<file path="src/hw/rtl/ioxst_pkg.sv">
`default_nettype none

package ioxst_pkg;

    // item operation codes
    localparam logic [1:0] OP_START = 2'd0;
    localparam logic [1:0] OP_WRITE = 2'd1;
    localparam logic [1:0] OP_READ  = 2'd2;

    // configuration register indexes
    localparam logic [1:0] CFG_MAGNET  = 2'd0;
    localparam logic [1:0] CFG_STEPS   = 2'd1;
    localparam logic [1:0] CFG_SYMBOLS = 2'd2;

    // register reset values
    localparam logic [15:0] MAGNET_RESET  = 16'd730;
    localparam logic [15:0] STEPS_RESET   = 16'd2048;
    localparam logic [5:0]  SYMBOLS_RESET = 6'd48;

    // coil patterns, forward order
    localparam logic [3:0] COIL_PH0  = 4'd3;
    localparam logic [3:0] COIL_PH1  = 4'd9;
    localparam logic [3:0] COIL_PH2  = 4'd12;
    localparam logic [3:0] COIL_PH3  = 4'd6;
    localparam logic [3:0] COIL_IDLE = 4'hF;

    // shared divider sizing
    localparam int DIV_NUM_W = 24;
    localparam int DIV_DEN_W = 18;
    localparam int DIV_CNT_W = 5;
    localparam int SYM_W     = 6;
    localparam logic [DIV_CNT_W-1:0] MOD_STEPS  = 5'd16;
    localparam logic [DIV_CNT_W-1:0] CHAR_STEPS = 5'd24;

    typedef enum logic [2:0] {
        ST_IDLE,
        ST_LOAD,
        ST_MOD_WAIT,
        ST_STEP,
        ST_CHAR_START,
        ST_CHAR_WAIT,
        ST_PUBLISH
    } seq_state_t;

    typedef struct packed {
        logic                 start;
        logic [DIV_NUM_W-1:0] dividend;
        logic [DIV_DEN_W-1:0] divisor;
        logic [SYM_W-1:0]     modulus;
        logic [DIV_CNT_W-1:0] steps;
    } div_cmd_t;

    typedef struct packed {
        logic                 done;
        logic [DIV_DEN_W-1:0] rem;
        logic [SYM_W-1:0]     qmod;
    } div_rsp_t;

    typedef struct packed {
        logic [7:0]        read_data;
        logic signed [1:0] step_move;
    } port_status_t;

    // one coil transition: +1 forward, -1 back, 0 otherwise
    function automatic logic signed [1:0] coil_step(input logic [3:0] from_c,
                                                    input logic [3:0] to_c);
        logic signed [1:0] mv;
        mv = 2'sd0;
        case (from_c)
            COIL_PH0: begin
                if (to_c == COIL_PH1) mv = 2'sd1;
                else if (to_c == COIL_PH3) mv = -2'sd1;
            end
            COIL_PH1: begin
                if (to_c == COIL_PH2) mv = 2'sd1;
                else if (to_c == COIL_PH0) mv = -2'sd1;
            end
            COIL_PH2: begin
                if (to_c == COIL_PH3) mv = 2'sd1;
                else if (to_c == COIL_PH1) mv = -2'sd1;
            end
            COIL_PH3: begin
                if (to_c == COIL_PH0) mv = 2'sd1;
                else if (to_c == COIL_PH2) mv = -2'sd1;
            end
            default: mv = 2'sd0;
        endcase
        return mv;
    endfunction

endpackage

`default_nettype wire

</file>
<file path="src/hw/rtl/ioxst_div_unit.sv">
`default_nettype none

// restoring divider, one quotient bit a cycle; also folds the quotient mod a small value
module ioxst_div_unit (
    input  wire logic                aclk,
    input  wire logic                aresetn,
    input  wire ioxst_pkg::div_cmd_t div_cmd,
    output ioxst_pkg::div_rsp_t      div_rsp
);

    localparam int NW = ioxst_pkg::DIV_NUM_W;
    localparam int DW = ioxst_pkg::DIV_DEN_W;
    localparam int CW = ioxst_pkg::DIV_CNT_W;
    localparam int SW = ioxst_pkg::SYM_W;

    logic          busy_reg;
    logic [CW-1:0] count_reg;
    logic [DW-1:0] rem_reg, rem_next;
    logic [NW-1:0] num_reg;
    logic [DW-1:0] den_reg;
    logic [SW-1:0] mod_reg;
    logic [SW-1:0] qmod_reg, qmod_next;

    logic [DW:0]   shifted;
    logic [DW+1:0] diff;
    logic          ge;
    logic [SW:0]   qm2;

    // one trial subtraction
    always_comb begin
        shifted  = {rem_reg, num_reg[NW-1]};
        diff     = {1'b0, shifted} - {2'b00, den_reg};
        ge       = ~diff[DW+1];
        rem_next = ge ? diff[DW-1:0] : shifted[DW-1:0];
        qm2      = {qmod_reg, ge};
        qmod_next = (qm2 >= {1'b0, mod_reg}) ? SW'(qm2 - {1'b0, mod_reg}) : qm2[SW-1:0];
    end

    // iteration control
    always_ff @(posedge aclk) begin
        if (!aresetn) begin
            busy_reg  <= 1'b0;
            count_reg <= '0;
        end else if (div_cmd.start) begin
            busy_reg  <= 1'b1;
            count_reg <= div_cmd.steps - CW'(1);
        end else if (busy_reg) begin
            if (count_reg == '0) busy_reg <= 1'b0;
            else count_reg <= count_reg - CW'(1);
        end
    end

    // datapath
    always_ff @(posedge aclk) begin
        if (div_cmd.start) begin
            rem_reg  <= '0;
            num_reg  <= div_cmd.dividend;
            den_reg  <= div_cmd.divisor;
            mod_reg  <= div_cmd.modulus;
            qmod_reg <= '0;
        end else if (busy_reg) begin
            rem_reg  <= rem_next;
            num_reg  <= {num_reg[NW-2:0], 1'b0};
            qmod_reg <= qmod_next;
        end
    end

    assign div_rsp.done = busy_reg && (count_reg == '0);
    assign div_rsp.rem  = rem_reg;
    assign div_rsp.qmod = qmod_reg;

endmodule

`default_nettype wire

</file>
<file path="src/hw/rtl/ioxst_port_regs.sv">
`default_nettype none

// byte counter, held bytes, port word and coil tracking
module ioxst_port_regs #(
    parameter int PIN_COUNT = 16
) (
    input  wire logic               aclk,
    input  wire logic               aresetn,
    input  wire logic               accept,
    input  wire logic [1:0]         op,
    input  wire logic [7:0]         write_byte,
    input  wire logic [15:0]        pin_levels,
    output logic [15:0]             port_word,
    output ioxst_pkg::port_status_t status
);

    localparam logic [15:0] PinMask = 16'((32'd1 << PIN_COUNT) - 32'd1);

    logic [15:0] port_word_reg, port_word_next;
    logic [7:0]  low_reg, low_next;
    logic [7:0]  high_reg, high_next;
    logic [1:0]  count_reg, count_next;
    logic [3:0]  coils_reg, coils_next;
    logic [15:0] levels;
    logic [3:0]  coils_new;
    logic        apply;

    // item decode
    always_comb begin
        low_next       = low_reg;
        high_next      = high_reg;
        count_next     = count_reg;
        port_word_next = port_word_reg;
        coils_next     = coils_reg;
        levels         = pin_levels & PinMask;
        status.read_data = 8'd0;
        status.step_move = 2'sd0;
        apply          = 1'b0;
        case (op)
            ioxst_pkg::OP_START: count_next = 2'd0;
            ioxst_pkg::OP_WRITE: begin
                if (count_reg == 2'd0) begin
                    low_next   = write_byte;
                    count_next = 2'd1;
                end else if (count_reg == 2'd1) begin
                    high_next  = write_byte;
                    count_next = 2'd2;
                end
                apply = count_next[1];
            end
            ioxst_pkg::OP_READ: begin
                if (count_reg == 2'd0) begin
                    count_next       = 2'd1;
                    status.read_data = levels[7:0];
                end else begin
                    count_next       = 2'd0;
                    status.read_data = levels[15:8];
                end
            end
            default: count_next = count_reg;
        endcase
        // word applied once both bytes are held; coils sit in bits 4 to 1 of the low byte
        coils_new = low_next[4:1];
        if (apply) begin
            port_word_next   = {high_next, low_next};
            status.step_move = ioxst_pkg::coil_step(coils_reg, coils_new);
            if (coils_new != ioxst_pkg::COIL_IDLE) coils_next = coils_new;
        end
    end

    always_ff @(posedge aclk) begin
        if (!aresetn) begin
            port_word_reg <= 16'hFFFF;
            low_reg       <= 8'd0;
            high_reg      <= 8'd0;
            count_reg     <= 2'd0;
            coils_reg     <= ioxst_pkg::COIL_IDLE;
        end else if (accept) begin
            port_word_reg <= port_word_next;
            low_reg       <= low_next;
            high_reg      <= high_next;
            count_reg     <= count_next;
            coils_reg     <= coils_next;
        end
    end

    assign port_word = port_word_reg;

endmodule

`default_nettype wire

</file>
<file path="src/hw/rtl/i2c_io_expander_stepper_tracker_top.sv">
// channel   | direction | ports
// ----------+-----------+---------------------------------------------------------
// input     | in        | s_valid s_ready s_op s_write_byte s_pin_levels
// result    | out       | m_valid m_ready m_read_data m_drive_low_mask m_step_position
//           |           | m_step_move m_char_index
// config    | in        | cfg_wr_en cfg_index cfg_wdata
//
// an item with no step runs from the transfer through the character pass to its result;
// a step adds a pass through the divider for the position mod steps_per_rotation first
// the character index comes from a divider pass, one quotient bit a cycle
// synchronous active-low reset; no clearing pass, ready in the first cycle after reset
// a result held on m_ stalls the sequencer, s_ready is high only while idle
`default_nettype none

module i2c_io_expander_stepper_tracker_top #(
    parameter int PIN_COUNT   = 16,
    parameter int MAX_SYMBOLS = 48
) (
    input  wire logic               aclk,
    input  wire logic               aresetn,
    input  wire logic               s_valid,
    output logic                    s_ready,
    input  wire logic [1:0]         s_op,
    input  wire logic [7:0]         s_write_byte,
    input  wire logic [15:0]        s_pin_levels,
    output logic                    m_valid,
    input  wire logic               m_ready,
    output logic [7:0]              m_read_data,
    output logic [15:0]             m_drive_low_mask,
    output logic [15:0]             m_step_position,
    output logic signed [1:0]       m_step_move,
    output logic [5:0]              m_char_index,
    input  wire logic               cfg_wr_en,
    input  wire logic [1:0]         cfg_index,
    input  wire logic [15:0]        cfg_wdata
);

    localparam logic [15:0] PinMask   = 16'((32'd1 << PIN_COUNT) - 32'd1);
    localparam logic [15:0] SensorBit = 16'(32'd1 << (PIN_COUNT - 1));
    localparam logic [6:0]  MaxSym    = 7'(MAX_SYMBOLS);

    ioxst_pkg::seq_state_t state_reg, state_next;
    ioxst_pkg::div_cmd_t     div_cmd;
    ioxst_pkg::div_rsp_t     div_rsp;
    ioxst_pkg::port_status_t port_status;

    logic [15:0] magnet_reg, steps_reg;
    logic [5:0]  symbols_reg;
    logic [15:0] position_reg, position_next;
    logic        sensor_reg;
    logic [7:0]  rd_reg;
    logic signed [1:0] move_reg;
    logic [15:0] port_word;
    logic        s_accept, pub_load, step_en;
    logic        m_valid_reg;
    logic [7:0]  m_read_data_reg;
    logic [15:0] m_mask_reg, m_position_reg;
    logic signed [1:0] m_move_reg;
    logic [5:0]  m_char_reg;

    logic [16:0] s_eff;
    logic [6:0]  c_sat;
    logic [5:0]  c_eff;
    logic [21:0] pos_prod;
    logic [23:0] char_num;
    logic [16:0] p_mod, p_new;
    logic [15:0] mask_now;

    assign s_accept = s_valid && s_ready;

    // configuration registers
    always_ff @(posedge aclk) begin
        if (!aresetn) begin
            magnet_reg  <= ioxst_pkg::MAGNET_RESET;
            steps_reg   <= ioxst_pkg::STEPS_RESET;
            symbols_reg <= ioxst_pkg::SYMBOLS_RESET;
        end else if (cfg_wr_en) begin
            case (cfg_index)
                ioxst_pkg::CFG_MAGNET:  magnet_reg  <= cfg_wdata;
                ioxst_pkg::CFG_STEPS:   steps_reg   <= cfg_wdata;
                ioxst_pkg::CFG_SYMBOLS: symbols_reg <= cfg_wdata[5:0];
                default: ;
            endcase
        end
    end

    ioxst_port_regs #(
        .PIN_COUNT(PIN_COUNT)
    ) u_port (
        .aclk       (aclk),
        .aresetn    (aresetn),
        .accept     (s_accept),
        .op         (s_op),
        .write_byte (s_write_byte),
        .pin_levels (s_pin_levels),
        .port_word  (port_word),
        .status     (port_status)
    );

    ioxst_div_unit u_div (
        .aclk    (aclk),
        .aresetn (aresetn),
        .div_cmd (div_cmd),
        .div_rsp (div_rsp)
    );

    // effective rotation length and symbol count, and the character-pass dividend
    always_comb begin
        s_eff    = (steps_reg == 16'd0) ? 17'h10000 : {1'b0, steps_reg};
        c_sat    = ({1'b0, symbols_reg} > MaxSym) ? MaxSym : {1'b0, symbols_reg};
        c_eff    = (symbols_reg == 6'd0) ? 6'd1 : c_sat[5:0];
        pos_prod = 22'(position_reg) * 22'(c_eff);
        char_num = {1'b0, pos_prod, 1'b0} + 24'(s_eff);
    end

    // wrapped step from the reduced position
    always_comb begin
        p_mod = div_rsp.rem[16:0];
        if (move_reg > 2'sd0) p_new = (p_mod + 17'd1 == s_eff) ? 17'd0 : p_mod + 17'd1;
        else p_new = (p_mod == 17'd0) ? s_eff - 17'd1 : p_mod - 17'd1;
        position_next = p_new[15:0];
    end

    // sequencer next state
    always_comb begin
        state_next = state_reg;
        case (state_reg)
            ioxst_pkg::ST_IDLE:
                if (s_accept) state_next = ioxst_pkg::ST_LOAD;
            ioxst_pkg::ST_LOAD:
                state_next = (move_reg != 2'sd0) ? ioxst_pkg::ST_MOD_WAIT
                                                 : ioxst_pkg::ST_CHAR_START;
            ioxst_pkg::ST_MOD_WAIT:
                if (div_rsp.done) state_next = ioxst_pkg::ST_STEP;
            ioxst_pkg::ST_STEP:
                state_next = ioxst_pkg::ST_CHAR_START;
            ioxst_pkg::ST_CHAR_START:
                state_next = ioxst_pkg::ST_CHAR_WAIT;
            ioxst_pkg::ST_CHAR_WAIT:
                if (div_rsp.done) state_next = ioxst_pkg::ST_PUBLISH;
            ioxst_pkg::ST_PUBLISH:
                if (!m_valid_reg || m_ready) state_next = ioxst_pkg::ST_IDLE;
            default:
                state_next = ioxst_pkg::ST_IDLE;
        endcase
    end

    // sequencer outputs
    always_comb begin
        s_ready  = 1'b0;
        step_en  = 1'b0;
        pub_load = 1'b0;
        div_cmd  = '0;
        case (state_reg)
            ioxst_pkg::ST_IDLE: s_ready = 1'b1;
            ioxst_pkg::ST_LOAD: begin
                if (move_reg != 2'sd0) begin
                    div_cmd.start    = 1'b1;
                    div_cmd.dividend = {position_reg, 8'd0};
                    div_cmd.divisor  = {1'b0, s_eff};
                    div_cmd.modulus  = c_eff;
                    div_cmd.steps    = ioxst_pkg::MOD_STEPS;
                end
            end
            ioxst_pkg::ST_STEP: step_en = 1'b1;
            ioxst_pkg::ST_CHAR_START: begin
                div_cmd.start    = 1'b1;
                div_cmd.dividend = char_num;
                div_cmd.divisor  = {s_eff, 1'b0};
                div_cmd.modulus  = c_eff;
                div_cmd.steps    = ioxst_pkg::CHAR_STEPS;
            end
            ioxst_pkg::ST_PUBLISH: pub_load = !m_valid_reg || m_ready;
            default: ;
        endcase
    end

    // control state
    always_ff @(posedge aclk) begin
        if (!aresetn) begin
            state_reg    <= ioxst_pkg::ST_IDLE;
            position_reg <= 16'd0;
            sensor_reg   <= (ioxst_pkg::MAGNET_RESET == 16'd0);
            m_valid_reg  <= 1'b0;
        end else begin
            state_reg <= state_next;
            if (step_en) begin
                position_reg <= position_next;
                sensor_reg   <= (position_next == magnet_reg);
            end
            if (pub_load) m_valid_reg <= 1'b1;
            else if (m_ready) m_valid_reg <= 1'b0;
        end
    end

    // per-item capture and result register
    always_ff @(posedge aclk) begin
        if (s_accept) begin
            rd_reg   <= port_status.read_data;
            move_reg <= port_status.step_move;
        end
        if (pub_load) begin
            m_read_data_reg <= rd_reg;
            m_mask_reg      <= mask_now;
            m_position_reg  <= position_reg;
            m_move_reg      <= move_reg;
            m_char_reg      <= div_rsp.qmod;
        end
    end

    assign mask_now = ((~port_word) & PinMask & ~SensorBit) | (sensor_reg ? SensorBit : 16'd0);

    assign m_valid          = m_valid_reg;
    assign m_read_data      = m_read_data_reg;
    assign m_drive_low_mask = m_mask_reg;
    assign m_step_position  = m_position_reg;
    assign m_step_move      = m_move_reg;
    assign m_char_index     = m_char_reg;

    // divider only finishes while the sequencer waits for it
    a_done_in_wait: assert property (@(posedge aclk) disable iff (!aresetn)
        div_rsp.done |-> (state_reg == ioxst_pkg::ST_MOD_WAIT ||
                          state_reg == ioxst_pkg::ST_CHAR_WAIT))
        else $error("divider finished outside a wait state");

    // a position update only follows a real step
    a_step_has_move: assert property (@(posedge aclk) disable iff (!aresetn)
        state_reg == ioxst_pkg::ST_STEP |-> move_reg != 2'sd0)
        else $error("position update without a step");

    // the reduced position stays below the rotation length
    a_mod_in_range: assert property (@(posedge aclk) disable iff (!aresetn)
        state_reg == ioxst_pkg::ST_STEP |-> {1'b0, div_rsp.rem} < {2'b00, s_eff})
        else $error("reduced position out of range");

    // a loaded result is offered in the next cycle
    a_publish_valid: assert property (@(posedge aclk) disable iff (!aresetn)
        pub_load |=> m_valid_reg)
        else $error("result loaded but not offered");

    // a transfer in always starts the sequencer
    a_accept_starts: assert property (@(posedge aclk) disable iff (!aresetn)
        s_accept |=> state_reg == ioxst_pkg::ST_LOAD)
        else $error("transfer did not start the sequencer");

endmodule

`default_nettype wire
</file>
<file path="config.mk">
export PLATFORM = sky130hd
export DESIGN_NAME = i2c_io_expander_stepper_tracker_top
export DESIGN_NICKNAME = d
export VERILOG_FILES = /design/src/hw/rtl/ioxst_pkg.sv /design/src/hw/rtl/ioxst_div_unit.sv /design/src/hw/rtl/ioxst_port_regs.sv /design/src/hw/rtl/i2c_io_expander_stepper_tracker_top.sv
export SDC_FILE = /design/constraint.sdc
export NUM_CORES = 1
export LEC_CHECK = 0
export BUFFER_PORTS_ARGS = -buffer_cell sky130_fd_sc_hd__buf_2
export CAP_MARGIN = 20
export CORE_MARGIN = 8
export CORE_UTILIZATION = 45
export CTS_CLUSTER_DIAMETER = 80
export DETAILED_ROUTE_END_ITERATION = 12
export SLEW_MARGIN = 25
export SYNTH_ARGS = -nofsm -noshare
export SYNTH_HDL_FRONTEND = slang
export SYNTH_SLANG_ARGS = --single-unit
</file>
<file path="constraint.sdc">
create_clock -name aclk -period 8.93 [get_ports aclk]
set_input_delay 0 -clock aclk [delete_from_list [all_inputs] [get_ports aclk]]
set_output_delay 0 -clock aclk [all_outputs]
set_load 0.1 [all_outputs]
</file>
==> impl_metrics.py <==
metrics = {
    "power_and_ir_drop": {
        "p_per_area_mw_per_mm2": 230,
        "total_power_uw": 4270,
        "ir_worst_vdd_v": 0.000194,
        "leakage_uw": 0.00802,
    },
    "synthesis": {
        "synth_common_cells": "nand2_1, inv_1, nor2_1, dfxtp_1, a21oi_1",
        "syn-num-nets": 2062,
        "synth_seq_cells": 231,
        "synth_most_common_cell": "nand2_1",
        "synthesis.area_mm2": 0.0163,
        "synth_ff_type": "dfxtp_1",
        "synth_top_area_share": 0.195,
        "synth_cells": 1876,
        "postSynth.asyncResetShare": 0,
        "syn_avg_cell_area_um2": 8.70,
        "yosys.area.top_type": "edfxtp_1",
        "yosys_warnings": 0,
        "netlist_top_cells_area": "edfxtp_1, dfxtp_1, fa_1, ha_1, nand2_1",
        "synth-edff-count": 106,
        "synth-seq-area-share": 0.348,
        "ys_types": 80,
    },
    "detailed_routing": {
        "wire_per_inst_um": 20.5,
        "vias": 14200,
        "drtIter0Drc": 1277,
        "drt-total-wl_um": 50100,
        "drcViolationCount": 0,
        "ant_nets": 0,
        "post_drt_via_cell_ratio": 5.81,
        "first_pass_iters": 5,
    },
    "final_layout": {
        "nNetsFinal": 2149,
        "drive_gt1_frac": 0.105,
        "largest_reg_flops": 24,
        "fillers": 3312,
        "multi_input_area_mm2": 0.00957,
        "finalInstanceArea_mm2": 0.0186,
        "seq_area_mm2": 0.00569,
        "syn_to_final_growth_pct": 14.0,
    },
    "floorplan": {
        "std_cell_rows": 69,
        "io_pins": 99,
        "core_mm2": 0.0357,
        "die_y_um": 206,
        "start_util": 0.458,
        "die_area_mm2": 0.0426,
        "fp.dieW_um": 206,
    },
    "setup_path": {
        "timing.rr.start": "symbols_reg[2]$_SDFFE_PN0P_",
        "cp_max_fo": 17,
        "cp.arrival_ns": 7.53,
        "crit_start": "symbols_reg[2]$_SDFFE_PN0P_",
        "crit_path_end": "u_div.num_reg[21]$_DFFE_PP_",
        "cp_top_family": "simple AND/OR/NAND/NOR gates",
        "cpPeakStageDelay_ns": 0.66,
        "r2r-end": "u_div.num_reg[21]$_DFFE_PP_",
        "critPathBufInv": 3,
        "slowest_stage": "o41ai_1",
        "critPathRequiredTime_ns": 9.20,
        "r2r_cells": 25,
        "cp-start-kind": "register",
        "path_depth": 25,
        "worstSetupPathType": "reg2reg",
        "ff2ff_setup_slack_ns": 1.68,
        "crit_path_end_kind": "register",
    },
    "clocking": {
        "clock_latency_ns": 0.56,
        "numCtsBuffers": 28,
        "clockRootBuffer": "clkbuf_16",
        "clkTransAtPathRegs_ns": 0.06,
        "cts_max_level": 1,
        "cts_buffer_depth": 3,
        "cts_tree": "built",
        "cts_setup_buffers": 0,
        "cts_sinks": 231,
    },
    "placement": {
        "placed_area_mm2": 0.0171,
        "hpwl_um": 35000,
        "place_ws_ns": 1.75,
        "portBuffers": 98,
        "gp_congestion": 0.935,
    },
    "timing": {
        "holdWs_ns": 0.107,
        "period_share": 0.812,
        "drv_slew": 0,
        "tightest_slew_ns": 0.906,
        "skew_ns": 0.0187,
        "finalSetupViolations": 0,
        "rsz0062_at_grt": "false",
        "fin_crit_ns": 7.25,
        "setup_ws_ns": 1.68,
        "tns_ns": 0,
        "fmax_mhz": 138,
        "relSlewSlack": 0.395,
        "hold_violations": 0,
    },
    "hold_path": {
        "min_from": "cfg_index[0]",
        "hold_path.class": "in2reg",
    },
    "global_route": {
        "grt_first_pass_wirelength_um": 78900,
        "grt_pass1_vias": 14000,
        "antenna_found_initial": 1,
        "grt_max_degree": 70,
        "grt_overflow": 0,
        "track_usage": 0.237,
    },
    "outcome": {
        "status": "complete, no violations",
    },
    "job": {
        "drv_cap": 0,
    },
}
-- cells by family (layout without fill, tap and decap cells) --
kind of cell / count (synthesis) / in the layout / synth area share
fa+ha+maj: 137 / 137 / 0.133
xor+xnor: 93 / 93 / 0.0541
mux: 41 / 41 / 0.0260
buf+inv: 282 / 390 / 0.0670
other cells: 0 / 1 / 0
simple gates: 654 / 654 / 0.200
compound gates: 438 / 438 / 0.172
flops: 231 / 231 / 0.348
-- tightest hold or removal path, delay by kind of cell --
family / cells / cell delay [ns]
simple gates: 3 / 0.51
buf+inv: 1 / 0.12
-- how the worst min path moves through the flow --
stage          cells after the start                    endpoint
3_3_place_gp                       3  steps_reg[11]$_SDFFE_PN1P_
5_1_grt                            4  magnet_reg[1]$_SDFFE_PN1P_
3_5_place_dp                       3  steps_reg[11]$_SDFFE_PN1P_
6_report                           4  magnet_reg[3]$_SDFFE_PN1P_
2_1_floorplan                      2  magnet_reg[1]$_SDFFE_PN1P_
4_1_cts                            4  magnet_reg[3]$_SDFFE_PN1P_
-- repair_timing --
action | CTS | global route
endpoints found under the setup margin | 0 | 0
hold endpoints to repair | 82 | 0
hold buffers | 54 | 0
gates resized for setup | 0 | 0
-- layer usage --
metal | global-route usage | up-vias | part of all wire
met5 | 0 | - | 0.00044
met4 | 0.0987 | 2 | 0.043
met3 | 0.0398 | 124 | 0.067
met2 | 0.377 | 524 | 0.44
met1 | 0.315 | 6800 | 0.44
li1 | - | 6765 | -
-- final cells by class --
cell class	instances	share of cell area
antenna	1	0.000135
clock buffer	38	0.0408
clock inverter	13	0.00814
inverter	156	0.0315
multi-input combinational	1363	0.515
sequential	231	0.306
tap	461	0.0310
timing repair buffer	183	0.0679
-- metrics by stage --
step | util | std cells
5_1_grt | 0.522 | 2446
4_1_cts | 0.521 | 2445
6_report | 0.522 | 2446
2_1_floorplan | - | 1876
3_5_place_dp | 0.481 | 2340
3_3_place_gp | 0.481 | 2340
-- power by group --
| part | leakage, uW | internal (uW) | switching (uW) |
|---|---|---|---|
| clock | 0.000446 | 658 | 455 |
| combinational | 0.00557 | 682 | 1090 |
| sequential | 0.00201 | 1230 | 153 |
-- cell usage in the layout, fill, tap and decap left out, types with 9 or more instances in the layout --
cell type	instances
dlygate4sd3_1	54
nor2_1	133
xor2_1	32
a211oi_1	24
or3_1	9
a31oi_1	13
fa_1	60
or4_1	11
a21boi_0	10
ha_1	77
mux2i_1	39
and3_1	51
nor2b_1	21
inv_1	154
buf_2	98
o211ai_1	26
nand3_1	41
buf_4	31
nor3_1	47
o21ai_0	103
a22o_1	11
o22ai_1	10
a22oi_1	21
edfxtp_1	106
a221oi_1	9
a21o_1	13
clkbuf_16	28
dfxtp_1	125
a21oi_1	124
nand2b_1	11
nor4_1	21
xnor2_1	56
nand4_1	15
nand2_1	195
and2_1	59
No activity file was read; power rests on OpenSTA's default activity.
